**src/rtl/b64sd_pkg.sv**
```systemverilog
// ----------------------------------------------------------------------------
// b64sd_pkg
// Types, codes and the character lookup shared by the strict base64 decoder.
// ----------------------------------------------------------------------------
package b64sd_pkg;

    // sextet lookup markers outside the six-bit range
    localparam logic [7:0] PAD_CODE = 8'd254;
    localparam logic [7:0] BAD_CODE = 8'd255;

    // ascii codes of the alphabet boundaries
    localparam logic [7:0] CHR_UPPER_A = 8'h41;
    localparam logic [7:0] CHR_UPPER_Z = 8'h5A;
    localparam logic [7:0] CHR_LOWER_A = 8'h61;
    localparam logic [7:0] CHR_LOWER_Z = 8'h7A;
    localparam logic [7:0] CHR_DIGIT_0 = 8'h30;
    localparam logic [7:0] CHR_DIGIT_9 = 8'h39;
    localparam logic [7:0] CHR_PLUS    = 8'h2B;
    localparam logic [7:0] CHR_SLASH   = 8'h2F;
    localparam logic [7:0] CHR_EQUALS  = 8'h3D;

    // group position of the fourth character
    localparam logic [1:0] POS_LAST = 2'd3;

    // error codes carried on results
    typedef enum logic [2:0] {
        ERR_NONE        = 3'd0,
        ERR_BAD_CHAR    = 3'd1,
        ERR_BAD_PADDING = 3'd2,
        ERR_LENGTH      = 3'd3,
        ERR_UNUSED_BITS = 3'd4
    } t_err_code;

    // one input transfer
    typedef struct packed {
        logic [7:0] in_char;
        logic       frame_last;
    } t_b64_in;

    // one result transfer
    typedef struct packed {
        logic [7:0] out_byte;
        logic       byte_valid;
        logic       frame_end;
        t_err_code  error_code;
    } t_b64_out;

    // character to sextet, or one of the pad and bad markers
    function automatic logic [7:0] sextet_of(input logic [7:0] c);
        logic [7:0] v;
        if (c >= CHR_UPPER_A && c <= CHR_UPPER_Z) begin
            v = c - CHR_UPPER_A;
        end else if (c >= CHR_LOWER_A && c <= CHR_LOWER_Z) begin
            v = c - CHR_LOWER_A + 8'd26;
        end else if (c >= CHR_DIGIT_0 && c <= CHR_DIGIT_9) begin
            v = c - CHR_DIGIT_0 + 8'd52;
        end else if (c == CHR_PLUS) begin
            v = 8'd62;
        end else if (c == CHR_SLASH) begin
            v = 8'd63;
        end else if (c == CHR_EQUALS) begin
            v = PAD_CODE;
        end else begin
            v = BAD_CODE;
        end
        return v;
    endfunction

endpackage

```
**src/rtl/base64_strict_decoder.sv**
```systemverilog
// ----------------------------------------------------------------------------
// base64_strict_decoder
// Strict standard-alphabet base64 decoder, one character per transfer.
//
//   channel  direction  handshake                   payload
//   input    in         i_in_valid / o_in_ready     i_in_data  (t_b64_in)
//   output   out        o_out_valid / i_out_ready   o_out_data (t_b64_out)
//
// A character is registered on entry and decoded from that register into
// a three-slot result register once that register can take its results;
// it then presents one result per cycle while the output is ready. A
// character that gives no result moves on every cycle; one that gives
// results waits only until the previous results have drained.
// Synchronous active-low reset clears the group state and empties both
// registers. A stalled output holds its result and back-pressures the input.
// ----------------------------------------------------------------------------
module base64_strict_decoder
    import b64sd_pkg::*;
(
    input  logic     i_clk,
    input  logic     i_rst_n,
    input  logic     i_in_valid,
    output logic     o_in_ready,
    input  t_b64_in  i_in_data,
    output logic     o_out_valid,
    input  logic     i_out_ready,
    output t_b64_out o_out_data
);

    // input register
    logic       r_in_valid;
    t_b64_in    r_in;

    // decoder state
    logic [1:0]  r_pos,  n_pos;
    logic [17:0] r_acc,  n_acc;
    logic [1:0]  r_pcnt, n_pcnt;
    logic        r_skip, n_skip;

    // result register, slot 0 is presented
    t_b64_out   r_slot [3];
    logic [1:0] r_cnt;

    // decode outputs
    t_b64_out   res [3];
    logic [1:0] res_n;

    logic [7:0] v;
    logic       pad;
    logic [5:0] s0, s1, s2;
    logic       fail;
    t_err_code  fail_code;
    logic       can_take;
    logic       dec_fire;
    logic       out_pop;

    // character classification and stored sextets
    always_comb begin
        v   = sextet_of(r_in.in_char);
        pad = (v == PAD_CODE);
        s0  = r_acc[17:12];
        s1  = r_acc[11:6];
        s2  = r_acc[5:0];
    end

    // checks in priority order
    always_comb begin
        fail      = 1'b1;
        fail_code = ERR_NONE;
        priority if (v == BAD_CODE) begin
            fail_code = ERR_BAD_CHAR;
        end else if (r_pcnt != 2'd0 && !pad) begin
            fail_code = ERR_BAD_PADDING;
        end else if (pad && r_pos < 2'd2) begin
            fail_code = ERR_BAD_PADDING;
        end else if (pad && r_pos == POS_LAST && !r_in.frame_last) begin
            fail_code = ERR_BAD_PADDING;
        end else if (r_in.frame_last && r_pos != POS_LAST) begin
            fail_code = ERR_LENGTH;
        end else if (r_pos == POS_LAST && pad && r_pcnt != 2'd0 && s1[3:0] != 4'd0) begin
            fail_code = ERR_UNUSED_BITS;
        end else if (r_pos == POS_LAST && pad && r_pcnt == 2'd0 && s2[1:0] != 2'd0) begin
            fail_code = ERR_UNUSED_BITS;
        end else begin
            fail = 1'b0;
        end
    end

    // next state and results for the registered character
    always_comb begin
        n_pos  = r_pos;
        n_acc  = r_acc;
        n_pcnt = r_pcnt;
        n_skip = r_skip;
        res_n  = 2'd0;
        for (int k = 0; k < 3; k++) begin
            res[k] = '{out_byte: 8'd0, byte_valid: 1'b0, frame_end: 1'b0,
                       error_code: ERR_NONE};
        end

        if (r_skip) begin
            // dropping to the end of a failed frame
            if (r_in.frame_last) begin
                n_skip = 1'b0;
            end
        end else if (fail) begin
            // single error result, group cleared
            res_n            = 2'd1;
            res[0].frame_end  = 1'b1;
            res[0].error_code = fail_code;
            n_pos  = 2'd0;
            n_acc  = '0;
            n_pcnt = 2'd0;
            n_skip = !r_in.frame_last;
        end else if (r_pos != POS_LAST) begin
            // collect one sextet, a pad stored as zero
            n_acc = {r_acc[11:0], pad ? 6'd0 : v[5:0]};
            n_pos = r_pos + 2'd1;
            if (pad) begin
                n_pcnt = r_pcnt + 2'd1;
            end
        end else begin
            // group complete
            n_pos  = 2'd0;
            n_acc  = '0;
            n_pcnt = 2'd0;
            res[0].out_byte   = {s0, s1[5:4]};
            res[0].byte_valid = 1'b1;
            res[1].out_byte   = {s1[3:0], s2[5:2]};
            res[1].byte_valid = 1'b1;
            res[2].out_byte   = {s2[1:0], v[5:0]};
            res[2].byte_valid = 1'b1;
            if (!pad) begin
                res_n            = 2'd3;
                res[2].frame_end = r_in.frame_last;
            end else if (r_pcnt != 2'd0) begin
                res_n            = 2'd1;
                res[0].frame_end = 1'b1;
            end else begin
                res_n            = 2'd2;
                res[1].frame_end = 1'b1;
            end
        end
    end

    // handshake between the stages
    always_comb begin
        out_pop    = o_out_valid && i_out_ready;
        can_take   = (res_n == 2'd0) || (r_cnt == 2'd0) ||
                     (r_cnt == 2'd1 && i_out_ready);
        dec_fire   = r_in_valid && can_take;
        o_in_ready = !r_in_valid || can_take;
    end

    // input register
    always_ff @(posedge i_clk) begin
        if (!i_rst_n) begin
            r_in_valid <= 1'b0;
        end else if (o_in_ready) begin
            r_in_valid <= i_in_valid;
        end
        if (o_in_ready && i_in_valid) begin
            r_in <= i_in_data;
        end
    end

    // decoder state
    always_ff @(posedge i_clk) begin
        if (!i_rst_n) begin
            r_pos  <= 2'd0;
            r_acc  <= '0;
            r_pcnt <= 2'd0;
            r_skip <= 1'b0;
        end else if (dec_fire) begin
            r_pos  <= n_pos;
            r_acc  <= n_acc;
            r_pcnt <= n_pcnt;
            r_skip <= n_skip;
        end
    end

    // result count
    always_ff @(posedge i_clk) begin
        if (!i_rst_n) begin
            r_cnt <= 2'd0;
        end else if (dec_fire && res_n != 2'd0) begin
            r_cnt <= res_n;
        end else if (out_pop) begin
            r_cnt <= r_cnt - 2'd1;
        end
    end

    // result slots, load a new set or shift towards slot 0
    always_ff @(posedge i_clk) begin
        if (dec_fire && res_n != 2'd0) begin
            r_slot[0] <= res[0];
            r_slot[1] <= res[1];
            r_slot[2] <= res[2];
        end else if (out_pop) begin
            r_slot[0] <= r_slot[1];
            r_slot[1] <= r_slot[2];
        end
    end

    assign o_out_valid = (r_cnt != 2'd0);
    assign o_out_data  = r_slot[0];

    // results are never loaded over ones still waiting
    a_no_overwrite: assert property (@(posedge i_clk) disable iff (!i_rst_n)
        dec_fire && res_n != 2'd0 |-> r_cnt == 2'd0 || (r_cnt == 2'd1 && i_out_ready))
        else $error("result register overwritten");

    // an error result closes the frame and carries no byte
    a_err_result: assert property (@(posedge i_clk) disable iff (!i_rst_n)
        o_out_valid && o_out_data.error_code != ERR_NONE |->
            o_out_data.frame_end && !o_out_data.byte_valid)
        else $error("malformed error result");

    // skipping only ever follows a cleared group
    a_skip_clear: assert property (@(posedge i_clk) disable iff (!i_rst_n)
        r_skip |-> r_pos == 2'd0 && r_pcnt == 2'd0)
        else $error("group state left while skipping");

    // padding is only held ahead of the fourth character
    a_pad_pos: assert property (@(posedge i_clk) disable iff (!i_rst_n)
        r_pcnt != 2'd0 |-> r_pos == POS_LAST)
        else $error("padding held at wrong position");

endmodule

```
**config.mk**
```make
export PLATFORM = sky130hd
export DESIGN_NAME = base64_strict_decoder
export DESIGN_NICKNAME = d
export VERILOG_FILES = /design/src/rtl/b64sd_pkg.sv /design/src/rtl/base64_strict_decoder.sv
export SDC_FILE = /design/constraint.sdc
export NUM_CORES = 1
export LEC_CHECK = 0
export ABC_AREA = 1
export BUFFER_PORTS_ARGS = -buffer_cell sky130_fd_sc_hd__buf_2
export CORE_AREA = 2 2 128 130
export CTS_BUF_LIST = sky130_fd_sc_hd__clkbuf_4 sky130_fd_sc_hd__clkbuf_8
export DETAILED_ROUTE_END_ITERATION = 10
export DIE_AREA = 0 0 130 132
export SETUP_SLACK_MARGIN = 0.1
export SLEW_MARGIN = 25
export SYNTH_ARGS = -nofsm -noshare
export SYNTH_HDL_FRONTEND = slang
export SYNTH_SLANG_ARGS = --single-unit
```
**constraint.sdc**
```tcl
create_clock -name i_clk -period 4.6 [get_ports i_clk]
set_clock_uncertainty 0.2 [all_clocks]
set_input_delay 0.46 -clock i_clk [delete_from_list [all_inputs] [get_ports i_clk]]
set_output_delay 0.46 -clock i_clk [all_outputs]
set_load 0.02 [all_outputs]
```
==> results.sh, run 1 <==
export IMPL_ir_drop_uv=162
export IMPL_path_cells="inv_2, ha_1, nand2_1, nand2_1, nand2_1, nand2_2, nor2_4, inv_2, nand2_1, nand2_1, nand2_4, inv_2, nor2_1, nand4_1, nand2_1, nor2_4, nand2_1, nand2_2, nand2_4, nand3_1, buf_2"
export IMPL_worstMarginPinSlew_ns=0.757
export IMPL_crit_path_start="r_in[3]"
export IMPL_place_detailed_hpwl_um=5990
export IMPL_crit_type="reg -> out"
export IMPL_required_ns=3.94
export IMPL_crit_slowest_cell="edfxtp_1"
export IMPL_cts_hold_buffers=0
export IMPL_fin_nets=546
export IMPL_reg2reg_slack_ns=0.73
export IMPL_wl_per_cell_um=11.3
export IMPL_syn_area_per_cell_um2=7.97
export IMPL_clkSlewWorstSetupHoldPaths_ns=0.08
export IMPL_cts_sinks=68
export IMPL_outcome="complete, no violations"
export IMPL_fill_cells=1688
export IMPL_finalHoldViolCount=0
export IMPL_hold_end="r_in[3]"
export IMPL_area_growth_pct=10.9
export IMPL_fin_crit_sh_pct=86.9
export IMPL_place_gp_congestion=0.919
export IMPL_num_vias=3101
export IMPL_rsz0062_at_grt="false"
export IMPL_hold_path_startpoint="i_in_data[3]"
export IMPL_p_per_area_nw_per_um2=392
export IMPL_synth_nets=532
export IMPL_min_path_type="in -> reg"
export IMPL_min_path_cells=1
export IMPL_antenna_found_initial=0
export IMPL_netlist_instances=507
export IMPL_core_rowCount=46
export IMPL_track_usage_pct=10.4
export IMPL_num_antenna_cells=0
export IMPL_clk_latency_ns=0.36
export IMPL_ys_types=35
export IMPL_die_area_um2=17200
export IMPL_cts_buffers=9
export IMPL_grt_max_degree=27
export IMPL_maxSlewViolCount=0
export IMPL_die_w_um=130
export IMPL_cts_setup_buffers=0
export IMPL_grt_remaining_overflow=0
export IMPL_clk_path_buf_depth=2
export IMPL_cts_tree="yes"
export IMPL_drv_cap=0
export IMPL_path_common_cell="nand2_1"
export IMPL_r2r_end="r_slot[1][8]"
export IMPL_slowest_delay_ns=0.60
export IMPL_reg2regPathDepth=21
export IMPL_slew_limit_headroom_pct=49.4
export IMPL_clockRootBuffer="clkbuf_8"
export IMPL_finalWirelength_um=8410
export IMPL_max_freq_mhz=250
export IMPL_ys_seq_area_share_pct=44.1
export IMPL_setup_viol=0
export IMPL_drtIter0Drc=228
export IMPL_io_pins=28
export IMPL_grt_pass1_wl_um=14200
export IMPL_crit_arrival_ns=3.34
export IMPL_end_kind="output port"
export IMPL_drc_errors=0
export IMPL_numPortBuffers=27
export IMPL_drt_first_pass_iters=4
export IMPL_start_util_pct=25.7
export IMPL_cts_resized=0
export IMPL_power_leakage_nw=1.94
export IMPL_finalPower_w=0.00176
export IMPL_antenna_left=0
export IMPL_cp_start_kind="register"
export IMPL_final_setup_tns_ns=0
export IMPL_yosysWarnings=0
export IMPL_die_h_um=132
export IMPL_cp_max_fo=8
export IMPL_grt_pass1_vias=2958
export IMPL_ys_ff_latch=68
export IMPL_drive_gt1_share_pct=18.4
export IMPL_fin_crit_ns=4.00
export IMPL_r2r_start="r_in[3]"
export IMPL_core_um2=15700
export IMPL_htreeDepth=3
export IMPL_vias_per_cell=4.18
export IMPL_netlist_area_um2=4040
## metal layers
metal  vias up  global-route usage, %  share of wire (%)
li1       1620                      -                  -
met1      1406                   13.7                 50
met2        62                   16.3                 45
met3        13                   2.76                3.7
met4         0                   3.64                1.7
met5         -                      0                  0
## how the worst max path moves through the flow
stage | slack [ns] | endpoint | cells past startpoint
floorplan | 1.01 | r_slot[0][0] | 21
global placement | 0.79 | r_slot[1][8] | 21
global route | 0.26 | o_in_ready | 21
detailed placement | 0.75 | r_slot[1][7] | 21
finish | 0.60 | o_in_ready | 21
CTS | 0.58 | o_in_ready | 21
## cells in the final DEF (no fill, tap or decap), types with 3 or more instances in the layout
| cell | count |
|---|---|
| nor2_2 | 3 |
| nand4_1 | 4 |
| inv_1 | 62 |
| o21ai_2 | 8 |
| xor2_1 | 5 |
| inv_2 | 9 |
| nand3_1 | 45 |
| nor2_4 | 5 |
| buf_4 | 3 |
| nor3_1 | 3 |
| edfxtp_1 | 42 |
| a21oi_1 | 12 |
| nand2_4 | 5 |
| buf_2 | 27 |
| o21ai_0 | 15 |
| ha_1 | 12 |
| clkbuf_8 | 9 |
| nand2_1 | 145 |
| inv_6 | 4 |
| nor2_1 | 48 |
| dfxtp_1 | 26 |
| nand3_2 | 5 |
| nand2_2 | 7 |
## flip-flops by register name, summed over array words and instances, names as in the netlist
name and count:
r_in 9, r_slot 33, r_in_valid 1, r_acc 18, r_cnt 2, r_skip 1
r_pos 2, r_pcnt 2
## power by group
group          switching [W]  internal [W]  total, W
combinational       0.000314      0.000136  0.000450
sequential         0.0000397      0.000744  0.000783
clock               0.000266      0.000258  0.000524
total               0.000619       0.00114   0.00176
## cells by family (layout without fill, tap and decap cells)
| logic type | Yosys count | after routing | synth area share, % |
|---|---|---|---|
| AOI/OAI and AO/OA | 42 | 42 | 6.75 |
| and+or+nand+nor | 278 | 278 | 32.4 |
| DFF | 68 | 68 | 44.1 |
| xor gates and xnor gates | 7 | 7 | 1.52 |
| adders and majority gates | 12 | 12 | 3.72 |
| buffers and inverters | 100 | 119 | 11.6 |
## cell type report
cell class,instances,area [um2],area share [%]
Clock buffer,9,124,2.76
Clock inverter,7,80.1,1.79
Inverter,73,277,6.17
Multi-Input combinational cell,339,1790,40.0
Sequential cell,68,1780,39.8
Tap cell,216,270,6.03
Timing Repair Buffer,30,158,3.52
## stage by stage
stage | instance area [um2] | hold slack [ns] | std cells | util, % | worst slack, ns
after floorplan | 4040 | 0.253 | 507 | - | 1.01
after global placement | 4280 | 0.272 | 726 | 27.2 | 0.788
after detailed placement | 4280 | 0.277 | 726 | 27.2 | 0.753
after CTS | 4480 | 0.0498 | 742 | 28.5 | 0.585
after global routing | 4480 | 0.0608 | 742 | 28.5 | 0.263
final | 4480 | 0.0776 | 742 | 28.5 | 0.602
## synth_stat cells
cell type,instances,area [um2]
xnor2_1,2,17.5
nor3_2,1,10.0
nor3_1,3,15.0
nand2_4,5,56.3
nand4_1,4,25.0
nand3b_1,2,15.0
buf_2,5,25.0
xor2_1,5,43.8
nand3_1,45,225
ha_1,12,150
buf_6,4,45.0
edfxtp_1,42,1260
o21ai_2,8,70.1
nand3_2,5,50.1
nand2_1,145,544
o21ai_0,15,75.1
clkbuf_1,4,15.0
nand3_4,2,35.0
nand2_2,7,43.8
inv_2,9,33.8
clkinv_1,1,3.75
inv_4,1,6.26
o211ai_1,1,7.51
nor2_4,5,56.3
buf_4,14,105
inv_1,62,233
nor2_1,48,180
or2_1,2,12.5
nor2_8,1,20.0
a21oi_1,12,60.1
o21ai_1,2,10.0
a21oi_4,2,32.5
dfxtp_1,26,521
a21oi_2,2,17.5
nor2_2,3,18.8
## critical path, delay by kind of cell, from the launching register on
family	cells	cell delay (ns)
adder cells (fa/ha/maj)	1	0.28
buffers and inverters	4	0.45
flip-flops	1	0.60
AND/OR/NAND/NOR	16	1.63
Note: power is estimated with default switching activity, not from simulation.
==> run 2: changes to the inputs <==
--- a/config.mk
+++ b/config.mk
@@ -11,6 +11,7 @@
 export CTS_BUF_LIST = sky130_fd_sc_hd__clkbuf_4 sky130_fd_sc_hd__clkbuf_8
 export DETAILED_ROUTE_END_ITERATION = 10
 export DIE_AREA = 0 0 130 132
+export PLACE_DENSITY = 0.44
 export SETUP_SLACK_MARGIN = 0.1
 export SLEW_MARGIN = 25
 export SYNTH_ARGS = -nofsm -noshare
==> constraint.sdc (replaced) <==
create_clock -name i_clk -period 3.85 [get_ports i_clk]
set_clock_uncertainty 0.2 [all_clocks]
set_input_delay 0.385 -clock i_clk [delete_from_list [all_inputs] [get_ports i_clk]]
set_output_delay 0.385 -clock i_clk [all_outputs]
set_load 0.02 [all_outputs]
==> run 2 against run 1 <==
  * Flip-flop and latch count unchanged
  * Critical path type unchanged
  * Largest power group unchanged
  * Hold slack worse by 0.050 ns
  * Global-route usage rose by 1.4 points
  * Clock power up 13%
  * Wire length up 15%
  * Core utilization increased by 1.2 points
  * First-iteration DRC count is 37% lower
  * Sequential power grew 19%
  * Combinational power is 32% higher
==> results.sh, run 2 (synthesized netlist as in run 1, its figures left out) <==
export IMPL_outcome="complete, no violations"
export IMPL_r2r_start="r_in[4]"
export IMPL_placed_area_um2=4310
export IMPL_core_um2=15700
export IMPL_layout_common_cells="145 x nand2_1, 60 x inv_1, 46 x nor2_1"
export IMPL_die_area_um2=17200
export IMPL_numPortBuffers=27
export IMPL_drc_errors=0
export IMPL_final_setup_tns_ns=0
export IMPL_finalHoldViolCount=0
export IMPL_clk_latency_ns=0.34
export IMPL_fill_cells=1700
export IMPL_cts_tree="yes"
export IMPL_track_usage_pct=11.8
export IMPL_finalWirelength_um=9710
export IMPL_slowest_delay_ns=0.45
export IMPL_num_antenna_cells=0
export IMPL_cp_start_kind="register"
export IMPL_hold_path_startpoint="i_in_data[8]"
export IMPL_io_pins=28
export IMPL_worstMarginPinSlew_ns=0.800
export IMPL_die_h_um=132
export IMPL_clkSlewWorstSetupHoldPaths_ns=0.07
export IMPL_slew_limit_headroom_pct=46.6
export IMPL_max_freq_mhz=279
export IMPL_top_regs="r_slot (33), r_acc (18), r_in (9)"
export IMPL_area_growth_pct=15.7
export IMPL_drv_cap=0
export IMPL_grt_remaining_overflow=0
export IMPL_grt_pass1_wl_um=15900
export IMPL_cp_max_fo=6
export IMPL_place_gp_congestion=0.885
export IMPL_grt_pass1_vias=3205
export IMPL_end_kind="output port"
export IMPL_clockRootBuffer="clkbuf_8"
export IMPL_clk_path_buf_depth=2
export IMPL_crit_buf_inv=4
export IMPL_drt_first_pass_iters=4
export IMPL_path_common_cell="nand2_1"
export IMPL_rsz0062_at_grt="true"
export IMPL_cp_top_family="simple AND/OR/NAND/NOR gates"
export IMPL_place_detailed_hpwl_um=6750
export IMPL_cts_sinks=68
export IMPL_maxSlewViolCount=0
export IMPL_crit_slowest_cell="edfxtp_1"
export IMPL_crit_type="reg -> out"
export IMPL_htreeDepth=3
export IMPL_ir_drop_uv=195
export IMPL_crit_arrival_ns=3.00
export IMPL_antenna_found_initial=0
export IMPL_drtIter0Drc=144
export IMPL_regMostFlops="r_slot"
export IMPL_wl_per_cell_um=12.8
export IMPL_required_ns=3.26
export IMPL_grt_max_degree=24
export IMPL_crit_path_start="r_in[4]"
export IMPL_final_common_cell="nand2_1"
export IMPL_die_w_um=130
export IMPL_cts_buffers=9
export IMPL_start_util_pct=25.7
export IMPL_final_area_um2=4670
export IMPL_vias_per_cell=4.21
export IMPL_power_leakage_nw=2.02
export IMPL_largest_reg_flops=33
export IMPL_fin_nets=562
export IMPL_fin_crit_ns=3.59
export IMPL_p_per_area_nw_per_um2=454
export IMPL_core_rowCount=46
export IMPL_path_cells="buf_4, ha_1, inv_2, nand2_1, nand2_1, nand2_2, nor2_4, inv_2, nand2_1, nand2_1, nand2_4, nand3_4, a21oi_4, nand3_2, nor2_4, nand3_2, nand2_4, nand3_2, buf_6"
export IMPL_fin_crit_sh_pct=93.1
export IMPL_drive_gt1_share_pct=20.7
export IMPL_antenna_left=0
export IMPL_num_vias=3189
export IMPL_setup_viol=0
export IMPL_min_path_type="in -> reg"
-- run 2: per-stage QoR --
step           std cells  setup slack (ns)  utilization, %  hold WS, ns  power (W)
5_1_grt              758            0.0401            29.8      0.00255    0.00226
2_1_floorplan        507             0.261               -        0.253    0.00139
6_report             758             0.264            29.8       0.0272    0.00212
4_1_cts              756             0.116            29.3      0.00426    0.00213
3_3_place_gp         729             0.142            27.4        0.265    0.00152
3_5_place_dp         729             0.164            27.4        0.272    0.00152
-- run 2: report_power, final --
part	switching (W)	internal, W
clock	0.000282	0.000311
sequential	0.0000451	0.000889
combinational	0.000402	0.000191
-- run 2: worst paths after layout --
check | depth (start not counted) | slack, ns | to
setup / recovery | 19 | 0.26 | o_in_ready
hold / removal | 1 | 0.03 | r_in[8]
setup reg to reg | 23 | 0.34 | r_slot[0][5]
hold reg to reg | 2 | 0.28 | r_pcnt[0]
-- run 2: repair_timing --
item	CTS	global route
gates cloned	0	0
endpoints found under the hold margin	8	0
setup endpoints to repair	1	39
buffers inserted	3	2
pin swaps	0	2
hold buffers	8	0
resized for setup	0	14
-- run 2: layout make-up --
| class | instances | area (um2) | area share [%] |
|---|---|---|---|
| repair buffers | 46 | 317 | 6.77 |
| flip-flops and latches | 68 | 1780 | 38.1 |
| multi-input cells | 339 | 1840 | 39.3 |
| inverters | 73 | 277 | 5.92 |
| clock buffers | 11 | 139 | 2.97 |
| well taps | 216 | 270 | 5.78 |
| clock inverters | 5 | 52.6 | 1.12 |
-- run 2: layer usage --
metal | share of wire [%] | vias to the layer above | track usage, % | routed length [um]
met5 | 0 | - | 0 | 0
met4 | 1.5 | 0 | 3.82 | 144
met3 | 4.2 | 16 | 2.84 | 409
met2 | 46 | 71 | 19.1 | 4510
met1 | 48 | 1449 | 15.3 | 4650
li1 | - | 1653 | - | -
==> run 3: changes to the inputs <==
--- a/config.mk
+++ b/config.mk
@@ -5,13 +5,12 @@
 export SDC_FILE = /design/constraint.sdc
 export NUM_CORES = 1
 export LEC_CHECK = 0
-export ABC_AREA = 1
 export BUFFER_PORTS_ARGS = -buffer_cell sky130_fd_sc_hd__buf_2
-export CORE_AREA = 2 2 128 130
+export CORE_AREA = 2 2 123 125
 export CTS_BUF_LIST = sky130_fd_sc_hd__clkbuf_4 sky130_fd_sc_hd__clkbuf_8
 export DETAILED_ROUTE_END_ITERATION = 10
-export DIE_AREA = 0 0 130 132
-export PLACE_DENSITY = 0.44
+export DIE_AREA = 0 0 125 127
+export PLACE_DENSITY = 0.45
 export SETUP_SLACK_MARGIN = 0.1
 export SLEW_MARGIN = 25
 export SYNTH_ARGS = -nofsm -noshare
==> run 3 against run 2 <==
  * Power decreased by 1.8%
  * Synthesized cell count shrank 31%
  * First-iteration DRC count shrank 17%
  * Design area shrank 4.9%
  * Via count is 11% lower
  * Critical path depth is 9 lower
  * Hold slack better by 0.018 ns
  * Global-route usage increased by 0.23 points
  * Highest routed layer unchanged
==> results.sh, run 3 <==
export IMPL_outcome="complete, no violations"
export IMPL_clockRootBuffer="clkbuf_8"
export IMPL_start_util_pct=25.9
export IMPL_antenna_found_initial=0
export IMPL_cp_max_fo=9
export IMPL_die_w_um=125
export IMPL_synth_adder_area_share_pct=4.01
export IMPL_clk_latency_ns=0.35
export IMPL_cp_start_kind="register"
export IMPL_synth_top_cell_by_area="edfxtp_1"
export IMPL_place_detailed_hpwl_um=6590
export IMPL_synth_top_cells_by_count="42 x edfxtp_1, 28 x nand2_1, 26 x dfxtp_1"
export IMPL_die_h_um=127
export IMPL_core_um2=14400
export IMPL_cts_tree="yes"
export IMPL_end_kind="output port"
export IMPL_grt_pass1_wl_um=15000
export IMPL_numPortBuffers=27
export IMPL_cts_buffers=9
export IMPL_worstMarginPinSlew_ns=0.800
export IMPL_htreeDepth=3
export IMPL_grt_pass1_vias=2753
export IMPL_core_rowCount=44
export IMPL_track_usage_pct=12.0
export IMPL_required_ns=3.26
export IMPL_clk_path_buf_depth=2
export IMPL_grt_max_degree=33
export IMPL_finalWirelength_um=9380
export IMPL_p_per_area_nw_per_um2=468
export IMPL_min_path_type="in -> reg"
export IMPL_async_flop_share_pct=0
export IMPL_crit_type="reg -> out"
export IMPL_synthXorXnorAreaFrac_pct=0.703
export IMPL_synth_top_area_share_pct=33.7
export IMPL_num_antenna_cells=0
export IMPL_multi_input_area_um2=1730
export IMPL_synth_area_top_cells="edfxtp_1 34%, dfxtp_1 14%, a22o_1 4.2%, ha_1 4.0%, a211oi_1 3.2%"
export IMPL_fill_cells=1483
export IMPL_synthSimpleGateAreaFrac_pct=14.4
export IMPL_fin_crit_sh_pct=93.0
export IMPL_synthMuxAreaShare_pct=0.636
export IMPL_synth_top_family_by_area="compound AO/OA/AOI/OAI gates"
export IMPL_slew_limit_headroom_pct=46.7
export IMPL_yosysMostFrequentCell="edfxtp_1"
export IMPL_ys_ff_latch=68
export IMPL_finalHoldViolCount=0
export IMPL_final_common_cell="edfxtp_1"
export IMPL_grt_remaining_overflow=0
export IMPL_drive_gt1_share_pct=25.4
export IMPL_layout_common_cells="42 x edfxtp_1, 28 x nand2_1, 27 x buf_2"
export IMPL_regMostFlops="r_slot"
export IMPL_clkSlewWorstSetupHoldPaths_ns=0.08
export IMPL_max_freq_mhz=279
export IMPL_place_gp_congestion=0.874
export IMPL_synth_compound_area_share_pct=25.4
export IMPL_final_setup_tns_ns=0
export IMPL_synth_nets=373
export IMPL_yosysWarnings=0
export IMPL_die_area_um2=15900
export IMPL_setup_viol=0
export IMPL_netlist_area_um2=3740
export IMPL_fin_nets=413
export IMPL_crit_arrival_ns=3.00
export IMPL_fin_crit_ns=3.58
export IMPL_maxSlewViolCount=0
export IMPL_drtIter0Drc=119
export IMPL_hold_ws_ns=0.0452
export IMPL_netlist_instances=348
export IMPL_largest_reg_flops=33
export IMPL_vias_per_cell=4.94
export IMPL_top_regs="r_slot (33), r_acc (18), r_in (9)"
export IMPL_drc_errors=0
export IMPL_area_growth_pct=18.8
export IMPL_num_vias=2852
export IMPL_synth_ff_type="edfxtp_1"
export IMPL_ir_drop_uv=194
export IMPL_ys_types=68
export IMPL_drt_first_pass_iters=4
export IMPL_antenna_left=0
export IMPL_syn_area_per_cell_um2=10.7
export IMPL_cts_sinks=68
export IMPL_io_pins=28
export IMPL_seq_area_um2=1780
export IMPL_synth_edf_count=42
export IMPL_ys_seq_area_share_pct=47.6
export IMPL_rsz0062_at_grt="false"
export IMPL_power_leakage_nw=1.62
export IMPL_drv_cap=0
export IMPL_wl_per_cell_um=16.3
[run 3: cell count changes in the layout (fill, tap and decap cells not counted), moves of 7 or more]
cell	before	now
nand2_1	145	28
inv_1	60	17
a211oi_1	0	15
o21ai_2	8	0
buf_4	10	25
nand3_1	43	3
inv_2	11	1
a22o_1	0	18
a31o_2	0	8
and2_1	0	8
o21bai_1	0	7
nor2_1	46	14
[run 3: layout make-up]
class | count | area share, %
Sequential cell | 68 | 40.1
Multi-Input combinational cell | 230 | 38.9
Timing Repair Buffer | 61 | 9.29
Tap cell | 184 | 5.18
Clock buffer | 9 | 2.79
Clock inverter | 7 | 2.22
Inverter | 18 | 1.52
[run 3: critical path: stages (launching register included)]
cell and delay, ns:
edfxtp_1 0.46, inv_1 0.14, ha_1 0.23, and4bb_2 0.28, a211o_1 0.37, a31o_1 0.25, nand4_4 0.15, and3b_2 0.29
nor4_4 0.25, inv_1 0.06, buf_2 0.16
[run 3: metal layers]
layer / vias up / wire, um / track usage [%]
li1: 1414 / - / -
met1: 1342 / 4400 / 15.4
met2: 80 / 4340 / 19.4
met3: 16 / 420 / 3.18
met4: 0 / 220 / 4.77
met5: - / 0 / 0
[run 3: path summary, 6_finish.rpt]
kind                            slack (ns)             to       start  depth (start not counted)
worst max-delay path                  0.27     o_in_ready     r_in[2]                         10
worst min register to register        0.29      r_acc[17]   r_acc[17]                          1
worst min-delay path                  0.05     r_in_valid  i_in_valid                          2
worst max register to register        0.37  r_slot[0][11]     r_in[1]                         11
[run 3: through the flow]
step / worst slack, ns / cell area (um2) / cells / power (W) / utilization (%)
6_report: 0.269 / 4440 / 577 / 0.00208 / 30.8
5_1_grt: 0.0926 / 4440 / 577 / 0.00219 / 30.8
3_3_place_gp: 0.226 / 4040 / 543 / 0.00142 / 28.0
3_5_place_dp: 0.271 / 4050 / 545 / 0.00142 / 28.1
2_1_floorplan: 0.204 / 3750 / 348 / 0.00130 / -
4_1_cts: 0.110 / 4400 / 573 / 0.00210 / 30.5
[run 3: timing repair]
| item | in CTS | in global routing |
|---|---|---|
| setup buffers | 3 | 4 |
| hold endpoints to repair | 9 | 0 |
| gates resized for setup | 2 | 6 |
| hold buffers | 9 | 0 |
| pin swaps | 0 | 1 |
| setup endpoints to repair | 1 | 2 |
[run 3: cell families (layout without fill, tap and decap cells)]
| family | after synthesis | in the layout |
|---|---|---|
| buf+inv | 50 | 95 |
| mux | 2 | 2 |
| fa+ha+maj | 12 | 12 |
| simple gates | 93 | 93 |
| flops | 68 | 68 |
| xor+xnor | 3 | 3 |
| compound gates | 120 | 120 |
[run 3: report_power, final]
part	internal, W	switching (W)	leakage (nW)	total (W)
Clock	0.000368	0.000296	0.110	0.000664
Combinational	0.000177	0.000316	0.896	0.000493
Sequential	0.000887	0.0000377	0.613	0.000925
Total	0.00143	0.000650	1.62	0.00208
